### src/rtl/four_level_page_table_mapper_defines.svh
// Assertion macros used by the page table mapper controller.
`ifndef FOUR_LEVEL_PAGE_TABLE_MAPPER_DEFINES_SVH
`define FOUR_LEVEL_PAGE_TABLE_MAPPER_DEFINES_SVH

// Same-cycle implication, disabled during reset.
`define PTM_ASSERT_NOW(label, clk, rst, ante, cons, msg) \
   label: assert property (@(posedge clk) disable iff (rst) (ante) |-> (cons)) else $error(msg);

// Next-cycle implication, disabled during reset.
`define PTM_ASSERT_NEXT(label, clk, rst, ante, cons, msg) \
   label: assert property (@(posedge clk) disable iff (rst) (ante) |=> (cons)) else $error(msg);

`endif

### src/rtl/ptm_pkg.sv
// Shared types and constants of the page table mapper.
package ptm_pkg;

   localparam int unsigned TABLE_PAGES_DEF = 64;

   localparam int unsigned ENTRY_W     = 52;
   localparam int unsigned VA_W        = 48;
   localparam int unsigned COUNT_W     = 20;
   localparam int unsigned PFN_W       = 40;
   localparam int unsigned IDX_W       = 9;
   localparam int unsigned STATUS_W    = 2;

   localparam logic [PFN_W-1:0] BASE_RESET_PFN = 40'h00000_00100;
   localparam logic [IDX_W-1:0] SELF_SLOT      = 9'd511;
   localparam logic [IDX_W-1:0] LAST_SLOT      = 9'd511;

   localparam logic             ACTION_MAP  = 1'b0;
   localparam logic             ACTION_WALK = 1'b1;

   localparam logic [STATUS_W-1:0] ST_OK        = 2'd0;
   localparam logic [STATUS_W-1:0] ST_NO_PAGES  = 2'd1;
   localparam logic [STATUS_W-1:0] ST_MISSING   = 2'd2;
   localparam logic [STATUS_W-1:0] ST_FOREIGN   = 2'd3;

   typedef struct packed {
      logic                load_req;
      logic                rd_issue;
      logic                step_level;
      logic                alloc_zero;
      logic                link_write;
      logic                leaf_write;
      logic                clear_write;
      logic                load_rsp;
      logic [STATUS_W-1:0] rsp_status;
      logic                rsp_walk_ok;
   } ptm_cmd_type;

   typedef struct packed {
      logic is_walk;
      logic level_last;
      logic entry_zero;
      logic ptr_bad;
      logic pages_full;
      logic count_zero;
      logic count_last;
      logic sweep_page_end;
      logic sweep_mem_end;
   } ptm_stat_type;

endpackage

### src/rtl/ptm_ctrl.sv
// Controller state machine of the page table mapper.
`include "four_level_page_table_mapper_defines.svh"

module ptm_ctrl (
   input  logic                  clock,
   input  logic                  reset,
   input  logic                  req_tvalid,
   output logic                  req_tready,
   output logic                  rsp_tvalid,
   input  logic                  rsp_tready,
   input  ptm_pkg::ptm_stat_type stat,
   output ptm_pkg::ptm_cmd_type  cmd
);
   import ptm_pkg::*;

   localparam logic [2:0] S_CLEAR = 3'd0;
   localparam logic [2:0] S_IDLE  = 3'd1;
   localparam logic [2:0] S_START = 3'd2;
   localparam logic [2:0] S_READ  = 3'd3;
   localparam logic [2:0] S_EVAL  = 3'd4;
   localparam logic [2:0] S_ZERO  = 3'd5;
   localparam logic [2:0] S_LINK  = 3'd6;
   localparam logic [2:0] S_DONE  = 3'd7;

   logic [2:0]          state_ff, state_in;
   logic                rsp_valid_ff, rsp_valid_in;
   logic [STATUS_W-1:0] status_ff, status_in;
   logic                walk_ok_ff, walk_ok_in;

   assign req_tready = (state_ff == S_IDLE);
   assign rsp_tvalid = rsp_valid_ff;

   always_comb begin
      state_in     = state_ff;
      rsp_valid_in = rsp_valid_ff;
      status_in    = status_ff;
      walk_ok_in   = walk_ok_ff;
      cmd          = '0;
      if (rsp_valid_ff && rsp_tready) begin
         rsp_valid_in = 1'b0;
      end
      unique case (state_ff)
         S_CLEAR: begin
            cmd.clear_write = 1'b1;
            if (stat.sweep_mem_end) begin
               state_in = S_IDLE;
            end
         end
         S_IDLE: begin
            if (req_tvalid) begin
               cmd.load_req = 1'b1;
               state_in     = S_START;
            end
         end
         S_START: begin
            status_in  = ST_OK;
            walk_ok_in = 1'b0;
            if (!stat.is_walk && stat.count_zero) begin
               state_in = S_DONE;
            end else begin
               state_in = S_READ;
            end
         end
         S_READ: begin
            cmd.rd_issue = 1'b1;
            state_in     = S_EVAL;
         end
         S_EVAL: begin
            priority if (stat.level_last) begin
               if (stat.is_walk) begin
                  status_in  = stat.entry_zero ? ST_MISSING : ST_OK;
                  walk_ok_in = !stat.entry_zero;
                  state_in   = S_DONE;
               end else begin
                  cmd.leaf_write = 1'b1;
                  state_in       = stat.count_last ? S_DONE : S_READ;
               end
            end else if (stat.entry_zero) begin
               if (stat.is_walk) begin
                  status_in = ST_MISSING;
                  state_in  = S_DONE;
               end else if (stat.pages_full) begin
                  status_in = ST_NO_PAGES;
                  state_in  = S_DONE;
               end else begin
                  state_in = S_ZERO;
               end
            end else if (stat.ptr_bad) begin
               status_in = ST_FOREIGN;
               state_in  = S_DONE;
            end else begin
               cmd.step_level = 1'b1;
               state_in       = S_READ;
            end
         end
         S_ZERO: begin
            // fresh table: one zero beat per entry, then link it in
            cmd.alloc_zero = 1'b1;
            if (stat.sweep_page_end) begin
               state_in = S_LINK;
            end
         end
         S_LINK: begin
            cmd.link_write = 1'b1;
            state_in       = S_READ;
         end
         S_DONE: begin
            if (!rsp_valid_ff || rsp_tready) begin
               cmd.load_rsp    = 1'b1;
               cmd.rsp_status  = status_ff;
               cmd.rsp_walk_ok = walk_ok_ff;
               rsp_valid_in    = 1'b1;
               state_in        = S_IDLE;
            end
         end
         default: begin
            state_in = S_IDLE;
         end
      endcase
   end

   always_ff @(posedge clock) begin
      if (reset) begin
         state_ff     <= S_CLEAR;
         rsp_valid_ff <= 1'b0;
         status_ff    <= ST_OK;
         walk_ok_ff   <= 1'b0;
      end else begin
         state_ff     <= state_in;
         rsp_valid_ff <= rsp_valid_in;
         status_ff    <= status_in;
         walk_ok_ff   <= walk_ok_in;
      end
   end

   `PTM_ASSERT_NEXT(a_accept_starts, clock, reset, req_tvalid && req_tready, state_ff == S_START, "accepted beat did not start work")
   `PTM_ASSERT_NOW(a_rsp_slot_free, clock, reset, cmd.load_rsp, !rsp_valid_ff || rsp_tready, "result loaded over a waiting beat")
   `PTM_ASSERT_NOW(a_one_writer, clock, reset, 1'b1, $onehot0({cmd.alloc_zero, cmd.link_write, cmd.leaf_write, cmd.clear_write}), "two store writes in one cycle")
   `PTM_ASSERT_NOW(a_clear_blocks, clock, reset, state_ff == S_CLEAR, !req_tready, "request taken during clearing pass")

endmodule

### config.mk
export PLATFORM = sky130hd
export DESIGN_NAME = ptm_ctrl
export DESIGN_NICKNAME = d
export VERILOG_FILES = /design/src/rtl/ptm_pkg.sv /design/src/rtl/ptm_ctrl.sv
export VERILOG_INCLUDE_DIRS = /design/src /design/src/rtl
export SDC_FILE = /design/constraint.sdc
export NUM_CORES = 1
export LEC_CHECK = 0
export ABC_CLOCK_PERIOD_IN_PS = 3130
export BUFFER_PORTS_ARGS = -buffer_cell sky130_fd_sc_hd__buf_2
export CAP_MARGIN = 20
export CORE_MARGIN = 3
export CORE_UTILIZATION = 30
export CTS_BUF_LIST = sky130_fd_sc_hd__clkbuf_8
export CTS_CLUSTER_SIZE = 24
export DETAILED_ROUTE_END_ITERATION = 12
export GPL_ROUTABILITY_DRIVEN = 0
export PLACE_DENSITY = 0.58
export SYNTH_ARGS = -nofsm -noshare
export SYNTH_HDL_FRONTEND = slang
export SYNTH_SLANG_ARGS = --single-unit
export TNS_END_PERCENT = 10
### constraint.sdc
create_clock -name clock -period 3.13 [get_ports clock]
set_clock_uncertainty 0.1 [all_clocks]
set_input_delay 0 -clock clock [delete_from_list [all_inputs] [get_ports clock]]
set_output_delay 0 -clock clock [all_outputs]
set_load 0.01 [all_outputs]
==> impl_metrics.tcl, run 1 <==
set metrics [dict create \
    crit_path_start_kind "register" \
    totalWireLength_um 1390 \
    area_delta_synth_final_pct 35.1 \
    fin_crit_sh_pct 60.9 \
    clk_pin_slew_ns 0.05 \
    n_fill_cell 166 \
    io_buffer_count 25 \
    cts_tree "done" \
    p_clk_share_pct 44.6 \
    synth_top_area_cell "dfxtp_1" \
    multiInputGateArea_um2 373 \
    tns_ns 0 \
    rows 14 \
    p_seq_share_pct 35.7 \
    grt-ovfl-total 0 \
    grt_antenna_before_repair 0 \
    synth-seq-cells 7 \
    rsz0062_at_grt "no" \
    yosysWarnings 0 \
    hp-class "primary input to register" \
    grt_max_degree 18 \
    critical-path-top-delay-family "simple AND/OR/NAND/NOR gates" \
    max-vdd-ir-drop_uv 221 \
    status "finished clean" \
    grt_pass1_wl_um 2420 \
    synth_top_area_share_pct 25.1 \
    hp-start "rsp_tready" \
    synth-seq-area-share_pct 25.1 \
    path_class "register to register" \
    rr_worst_depth 4 \
    vias 587 \
    placed_area_um2 679 \
    holdPathStages 3 \
    grt_pass1_vias 553 \
    place_inst 116 \
    path_depth 4 \
    whs_endpoint "rsp_tvalid" \
    layout_commonest_cell "buf_2" \
    drt_pass1_iterations 4 \
    ys_types 31 \
    leakagePower_nw 0.346 \
    cts-hold-fix-buffers 3 \
    setup_viol 0 \
    layout_common_cells "buf_2, nor2_1, dfxtp_1" \
    syn_nets 86 \
    arrival_ns 1.92 \
    nets 113 \
    final_area_um2 756 \
    slew_violations 0 \
    cts_buffers 3 \
    fmaxAchievable_mhz 524 \
    drtAntennaViolNets 0 \
    p_switching_mw 0.0834 \
    globalRouteTotalUtil_pct 12.7 \
    clkLatencyLatePin_ns 0.23 \
    crit_required_ns 3.14 \
    regToRegSetupSlack_ns 1.22 \
    power_frac_comb_pct 19.7 \
    synthCells 73 \
    critPathMaxFanout 12 \
    first_iter_violations 15 \
    htree_levels 1 \
    syn_area_um2 559 \
    synth_area_per_cell_um2 7.66 \
    core-area_mm2 0.00163 \
    power.internal_mw 0.209 \
    worstMarginPinSlew_ns 0.454 \
    die_area_mm2 0.00242 \
    initial_core_util_pct 34.3 \
    final-seq-area_um2 140 \
    avgRoutedWirePerCell_um 11.3 \
    clk_path_buf_depth 2 \
    pin_count 26 \
    cts_setup_buffers 0 \
    ctsResizeCount 0 \
    fin_crit_ns 1.91 \
    power_switching_share_pct 28.5 \
    critical_path_buf_inv_count 0 \
    crit_chain "or3b_1 > nor4_2 > a2111o_1 > mux2_1" \
    dpl.hpwl_um 1020 \
    avgViaCountPerCell 4.77 \
    r2r-start "state_ff[2]" \
    powerDensity_mw_per_mm2 387 \
    drcViolationCount 0 \
    die_h_um 49.2 \
    cts.sinks 7 \
    slowest_stage "dfxtp_1" \
    r2r_end "status_ff[0]" \
    whs_ns 0.0520 \
    drv_cap 0 \
    slowest_delay_ns 0.51 \
    synthTopCellsByArea "dfxtp_1, nor2_1, a21oi_1, and2_1, nor2b_1" \
    hold_viol_final 0 \
    drive_gt1_share_pct 30.3 \
    root_buffer "clkbuf_8" \
    relSlewSlack_pct 69.7 \
    antenna_cells 0 \
    end_kind "register" \
    die_w_um 49.2 \
    instances_no_fill 123 \
]
-- flip-flops by register name (all words and copies together), names as in the netlist --
name and count:
state_ff 3, rsp_tvalid 1, status_ff 2, walk_ok_ff 1
-- layout make-up --
cell class,instances,area share [%]
multi-input cells,57,49.3
flip-flops and latches,7,18.5
clock inverters,1,0.662
well taps,24,3.97
inverters,3,1.49
repair buffers,28,20.5
clock buffers,3,5.46
-- synth_stat cells --
cell / count
clkbuf_1: 2
mux2_1: 2
and3b_1: 1
nor4_1: 1
o31ai_1: 1
inv_1: 3
mux2i_1: 2
nand3_1: 2
dfxtp_1: 7
nor2_1: 10
a2111oi_0: 2
or3b_1: 1
nor4_2: 1
buf_4: 3
a211oi_1: 2
or2b_1: 2
and2_1: 4
nor3_1: 4
a21oi_1: 5
nand2_1: 2
clkbuf_2: 1
o21ai_0: 1
and3_1: 1
nand2b_1: 1
nand4b_1: 2
o41a_1: 1
a221oi_1: 1
and2b_1: 1
nor2b_1: 4
nand3b_1: 2
a2111o_1: 1
-- power groups by stage --
stage          Combinational (mW)  Sequential, mW  Clock, mW
4_1_cts                    0.0576           0.104      0.133
3_3_place_gp               0.0534           0.106          0
6_report                   0.0575           0.104      0.130
3_5_place_dp               0.0533           0.106          0
5_1_grt                    0.0641           0.106      0.138
2_1_floorplan              0.0422          0.0979          0
-- worst max path at each step --
stage	start	endpoint	slack, ns
6_report	state_ff[2]	status_ff[0]	1.22
5_1_grt	state_ff[1]	state_ff[0]	1.08
4_1_cts	state_ff[2]	status_ff[0]	1.21
3_5_place_dp	state_ff[2]	status_ff[0]	1.23
3_3_place_gp	state_ff[0]	status_ff[1]	1.29
2_1_floorplan	state_ff[1]	status_ff[0]	1.48
-- cells by family (layout without fill, tap and decap cells) --
kind of cell / Yosys count / in the layout / synth area share [%]
simple gates: 39 / 39 / 40.9
compound gates: 14 / 14 / 18.1
buf+inv: 9 / 35 / 8.28
flops: 7 / 7 / 25.1
mux: 4 / 4 / 7.61
-- metrics by stage --
step                worst slack, ns  power (mW)  util, %
floorplan                      1.48       0.140        -
global placement               1.29       0.159     41.7
detailed placement             1.23       0.159     41.7
CTS                            1.21       0.295     46.4
global route                   1.08       0.309     46.4
finish                         1.22       0.292     46.4
-- layer usage --
layer	share of wire [%]	track usage (%)	up-vias	wire length, µm
met4	0.43	7.11	0	6
met2	48	19.0	15	672
li1	-	-	318	-
met5	0	0	-	0
met1	48	16.3	252	666
met3	3.4	3.36	2	48
-- worst reg2reg max path: cells and delay by family (launching register included) --
kind / cells / cell delay, ns
AOI/OAI and AO/OA: 1 / 0.18
and+or+nand+nor: 2 / 0.67
muxes: 1 / 0.32
DFF: 1 / 0.51
Power figures use the tool's default switching activity.
==> run 2, diff against run 1 <==
- ABC_CLOCK_PERIOD_IN_PS: 3130 -> 1900
- clock period: 3.13 -> 1.9 ns (I/O delays scaled with it)
==> run 2 against run 1 <==
Global-route usage fell by 0.80 points; critical path depth grew 1; sequential power rose by 52%; combinational power increased by 100%; die area is the same; worst setup slack worse by 1.1 ns; clock power rose by 61%; utilization rose by 1.8 points.
==> impl_metrics.tcl, run 2 (synthesis results as in run 1) <==
set metrics [dict create \
    grt_max_degree 15 \
    top_regs "state_ff: 3 flops, status_ff: 2 flops" \
    place_ws_ns 0.261 \
    cts_buffers 3 \
    slowest_stage "dlygate4sd3_1" \
    clk_path_buf_depth 2 \
    p_switching_mw 0.134 \
    arrival_ns 1.83 \
    globalRouteTotalUtil_pct 11.9 \
    layout_common_cells "buf_2, nor2_1, dfxtp_1" \
    pin_count 26 \
    clkLatencyLatePin_ns 0.23 \
    p_seq_share_pct 32.7 \
    die_area_mm2 0.00242 \
    fin_crit_ns 1.76 \
    drtAntennaViolNets 0 \
    drv_cap 0 \
    max-vdd-ir-drop_uv 543 \
    grt_pass1_wl_um 2280 \
    drt_pass1_iterations 4 \
    hold_viol_final 0 \
    io_buffer_count 25 \
    largest_reg_flops 3 \
    critical_path_buf_inv_count 2 \
    fmaxAchievable_mhz 569 \
    root_buffer "clkbuf_8" \
    initial_core_util_pct 34.3 \
    first_iter_violations 5 \
    avgViaCountPerCell 4.78 \
    end_kind "register" \
    n_fill_cell 157 \
    rsz0062_at_grt "no" \
    critical-path-top-delay-family "buffers and inverters" \
    die_h_um 49.2 \
    antenna_cells 0 \
    powerDensity_mw_per_mm2 617 \
    setup_ws_ns 0.144 \
    crit_required_ns 1.97 \
    crit_chain "buf_4 > nand3b_1 > o21ai_0 > a221oi_1 > dlygate4sd3_1" \
    drcViolationCount 0 \
    clk_pin_slew_ns 0.04 \
    htree_levels 1 \
    area_delta_synth_final_pct 40.5 \
    slew_violations 0 \
    avgRoutedWirePerCell_um 11.1 \
    place_inst 120 \
    die_w_um 49.2 \
    relSlewSlack_pct 74.6 \
    status "finished clean" \
    critPathMaxFanout 11 \
    path_class "register to register" \
    vias 607 \
    leakagePower_nw 0.366 \
    whs_ns 0.0499 \
    slowest_delay_ns 0.57 \
    fin_crit_sh_pct 92.4 \
    cts.sinks 7 \
    final_area_um2 786 \
    regMostFlops "state_ff" \
    nets 117 \
    worstMarginPinSlew_ns 0.371 \
    layout_commonest_cell "buf_2" \
    crit_path_start_kind "register" \
    power.internal_mw 0.351 \
    grt_antenna_before_repair 0 \
    rows 14 \
    totalWireLength_um 1400 \
    grt-ovfl-total 0 \
    placed_area_um2 709 \
    grt_pass1_vias 541 \
    drive_gt1_share_pct 33.0 \
    tns_ns 0 \
    dpl.hpwl_um 1100 \
    instances_no_fill 127 \
    hp-class "primary input to register" \
    core-area_mm2 0.00163 \
    p_clk_share_pct 43.1 \
    cts_tree "done" \
    power_switching_share_pct 27.6 \
    setup_viol 0 \
    power_frac_comb_pct 24.2 \
]
[run 2: through the flow]
step	power, mW	utilization, %
CTS	0.490	48.2
global placement	0.272	43.5
finish	0.485	48.2
floorplan	0.231	-
detailed placement	0.272	43.5
global route	0.515	48.2
[run 2: power by group through the flow]
stage / clock (mW) / sequential [mW] / combinational, mW
2_1_floorplan: 0 / 0.161 / 0.0696
3_3_place_gp: 0 / 0.161 / 0.111
3_5_place_dp: 0 / 0.161 / 0.111
4_1_cts: 0.215 / 0.159 / 0.117
5_1_grt: 0.225 / 0.160 / 0.130
6_report: 0.209 / 0.158 / 0.117
[run 2: final timing paths]
check / slack [ns] / start / to / depth (start not counted)
min reg2reg: 0.45 / walk_ok_ff / walk_ok_ff / 2
min: 0.05 / rsp_tready / rsp_tvalid / 3
max reg2reg: 0.14 / state_ff[1] / state_ff[0] / 5
max: 0.14 / state_ff[1] / state_ff[0] / 5
[run 2: layout make-up]
type                       count  area [µm²]  share of cell area (%)
timing repair buffer          32         185                    23.6
sequential                     7         140                    17.8
clock buffer                   3        41.3                    5.25
clock inverter                 1        5.00                   0.637
tap                           24        30.0                    3.82
inverter                       3        11.3                    1.43
multi-input combinational     57         373                    47.5
[run 2: timing repair]
| action | in CTS | in global routing |
|---|---|---|
| hold buffers | 3 | 0 |
| hold endpoints to repair | 4 | 0 |
| buffers inserted | 0 | 0 |
| gates resized for setup | 0 | 0 |
| setup endpoints to repair | 0 | 0 |
[run 2: tightest hold or removal path, cell delays in order]
cell,delay [ns]
buf_2,0.07
nand2b_1,0.17
a21oi_1,0.08
[run 2: layer usage]
metal	vias up	wire length [µm]	part of all wire (%)	GRT usage (%)
met5	-	0	0	0
met1	268	633	45	15.0
li1	324	-	-	-
met2	11	703	50	19.4
met4	0	25	1.8	5.69
met3	4	41	2.9	1.83
==> run 3, diff against run 2 <==
- CORE_ASPECT_RATIO: default -> 1.2
==> run 3 against run 2 <==
Combinational power barely moved; design area fell by 2.1%; register-to-register slack barely moved; critical endpoint unchanged; clock power barely moved.
==> impl_metrics.tcl, run 3 (synthesis results as in run 1) <==
set metrics [dict create \
    hp-class "primary input to register" \
    nets 116 \
    startpoint "state_ff[1]" \
    relSlewSlack_pct 77.0 \
    clk_pin_slew_ns 0.04 \
    fmaxAchievable_mhz 569 \
    whs_endpoint "rsp_tvalid" \
    cts.sinks 7 \
    top_regs "state_ff: 3 flops, status_ff: 2 flops" \
    rows 16 \
    status "finished clean" \
    regToRegSetupSlack_ns 0.14 \
    rsz0062_at_grt "no" \
    grt-ovfl-total 0 \
    root_buffer "clkbuf_8" \
    grt_max_degree 15 \
    end_kind "register" \
    antenna_cells 0 \
    arrival_ns 1.83 \
    clkLatencyLatePin_ns 0.23 \
    largest_reg_flops 3 \
    dpl.hpwl_um 1080 \
    power.internal_mw 0.348 \
    place_ws_ns 0.174 \
    cts-hold-fix-buffers 3 \
    p_seq_share_pct 32.6 \
    path_class "register to register" \
    drt_pass1_iterations 4 \
    r2r_end "state_ff[0]" \
    cts_setup_buffers 0 \
    avgRoutedWirePerCell_um 11.9 \
    die_area_mm2 0.00242 \
    drtAntennaViolNets 0 \
    tns_ns 0 \
    post-route-util_pct 45.2 \
    cts_buffers 3 \
    avgViaCountPerCell 5.13 \
    die_w_um 45.4 \
    htree_levels 1 \
    max-vdd-ir-drop_uv 633 \
    power_switching_share_pct 28.2 \
    layout_commonest_cell "buf_2" \
    worstMarginPinSlew_ns 0.336 \
    critPathMaxFanout 11 \
    layout_common_cells "buf_2, nor2_1, dfxtp_1" \
    pin_count 26 \
    grt_pass1_vias 579 \
    r2r-start "state_ff[1]" \
    fin_crit_ns 1.76 \
    globalRouteTotalUtil_pct 13.7 \
    hp-start "rsp_tready" \
    leakagePower_nw 0.363 \
    holdPathStages 3 \
    first_iter_violations 13 \
    drcViolationCount 0 \
    slew_violations 0 \
    area_delta_synth_final_pct 37.6 \
    vias 616 \
    rr_worst_depth 5 \
    crit_required_ns 1.98 \
    hold_viol_final 0 \
    core-area_mm2 0.00170 \
    powerDensity_mw_per_mm2 630 \
    setup_ws_ns 0.142 \
    regMostFlops "state_ff" \
    p_switching_mw 0.137 \
    initial_core_util_pct 32.9 \
    crit_path_start_kind "register" \
    drv_cap 0 \
    p_clk_share_pct 43.2 \
    totalWireLength_um 1430 \
    die_h_um 53.3 \
    drive_gt1_share_pct 31.4 \
    fin_crit_sh_pct 92.5 \
    power_frac_comb_pct 24.3 \
    ctsResizeCount 0 \
    clk_path_buf_depth 2 \
    io_buffer_count 25 \
    grt_antenna_before_repair 0 \
    grt_pass1_wl_um 2510 \
    cts_tree "done" \
    setup_viol 0 \
]
-- run 3: changes by cell type in the layout (fill, tap and decap cells not counted) --
| cell | previous run | this run |
|---|---|---|
| buf_4 | 4 | 3 |
| inv_1 | 3 | 4 |
| clkinv_2 | 1 | 0 |
-- run 3: cell type report --
cell class              instances  area (µm²)
inverters                       3        11.3
well taps                      18        22.5
flip-flops and latches          7         140
fillers                       161         932
multi-input cells              57         373
repair buffers                 31         178
clock inverters                 1        3.75
clock buffers                   3        41.3
-- run 3: per-layer routing --
metal  GRT usage (%)  up-vias  share of wire (%)  wire length, µm
met3            4.76        2                6.2               88
li1                -      319                  -                -
met4            4.39        0                1.1               16
met1            17.3      278                 44              629
met5               0        -                  0                0
met2            21.4       17                 49              692
-- run 3: power by group through the flow --
stage | clock network [mW] | registers, mW | logic, mW
floorplan | 0 | 0.161 | 0.0696
global placement | 0 | 0.160 | 0.111
detailed placement | 0 | 0.160 | 0.111
CTS | 0.215 | 0.158 | 0.117
global route | 0.224 | 0.159 | 0.133
finish | 0.209 | 0.158 | 0.118
-- run 3: critical path, stage by stage, from the launching register on --
cell and delay [ns]:
dfxtp_1 0.39, buf_4 0.19, nand3b_1 0.11, o21ai_0 0.08, a221oi_1 0.25, dlygate4sd3_1 0.58
-- run 3: how the worst max path moves through the flow --
| stage | to | slack (ns) |
|---|---|---|
| 5_1_grt | state_ff[0] | 0.02 |
| 6_report | state_ff[0] | 0.14 |
| 4_1_cts | state_ff[0] | 0.15 |
| 3_5_place_dp | status_ff[1] | 0.17 |
| 3_3_place_gp | status_ff[0] | 0.21 |
| 2_1_floorplan | status_ff[0] | 0.25 |
-- run 3: per-stage QoR --
stage	total power, mW	hold WS [ns]	std cells	instance area, µm²
final	0.485	0.0447	120	769
after global routing	0.516	0.0512	120	769
after CTS	0.491	0.0305	120	769
after detailed placement	0.271	0.186	113	694
after global placement	0.271	0.184	113	694
after floorplan	0.231	0.0477	73	559
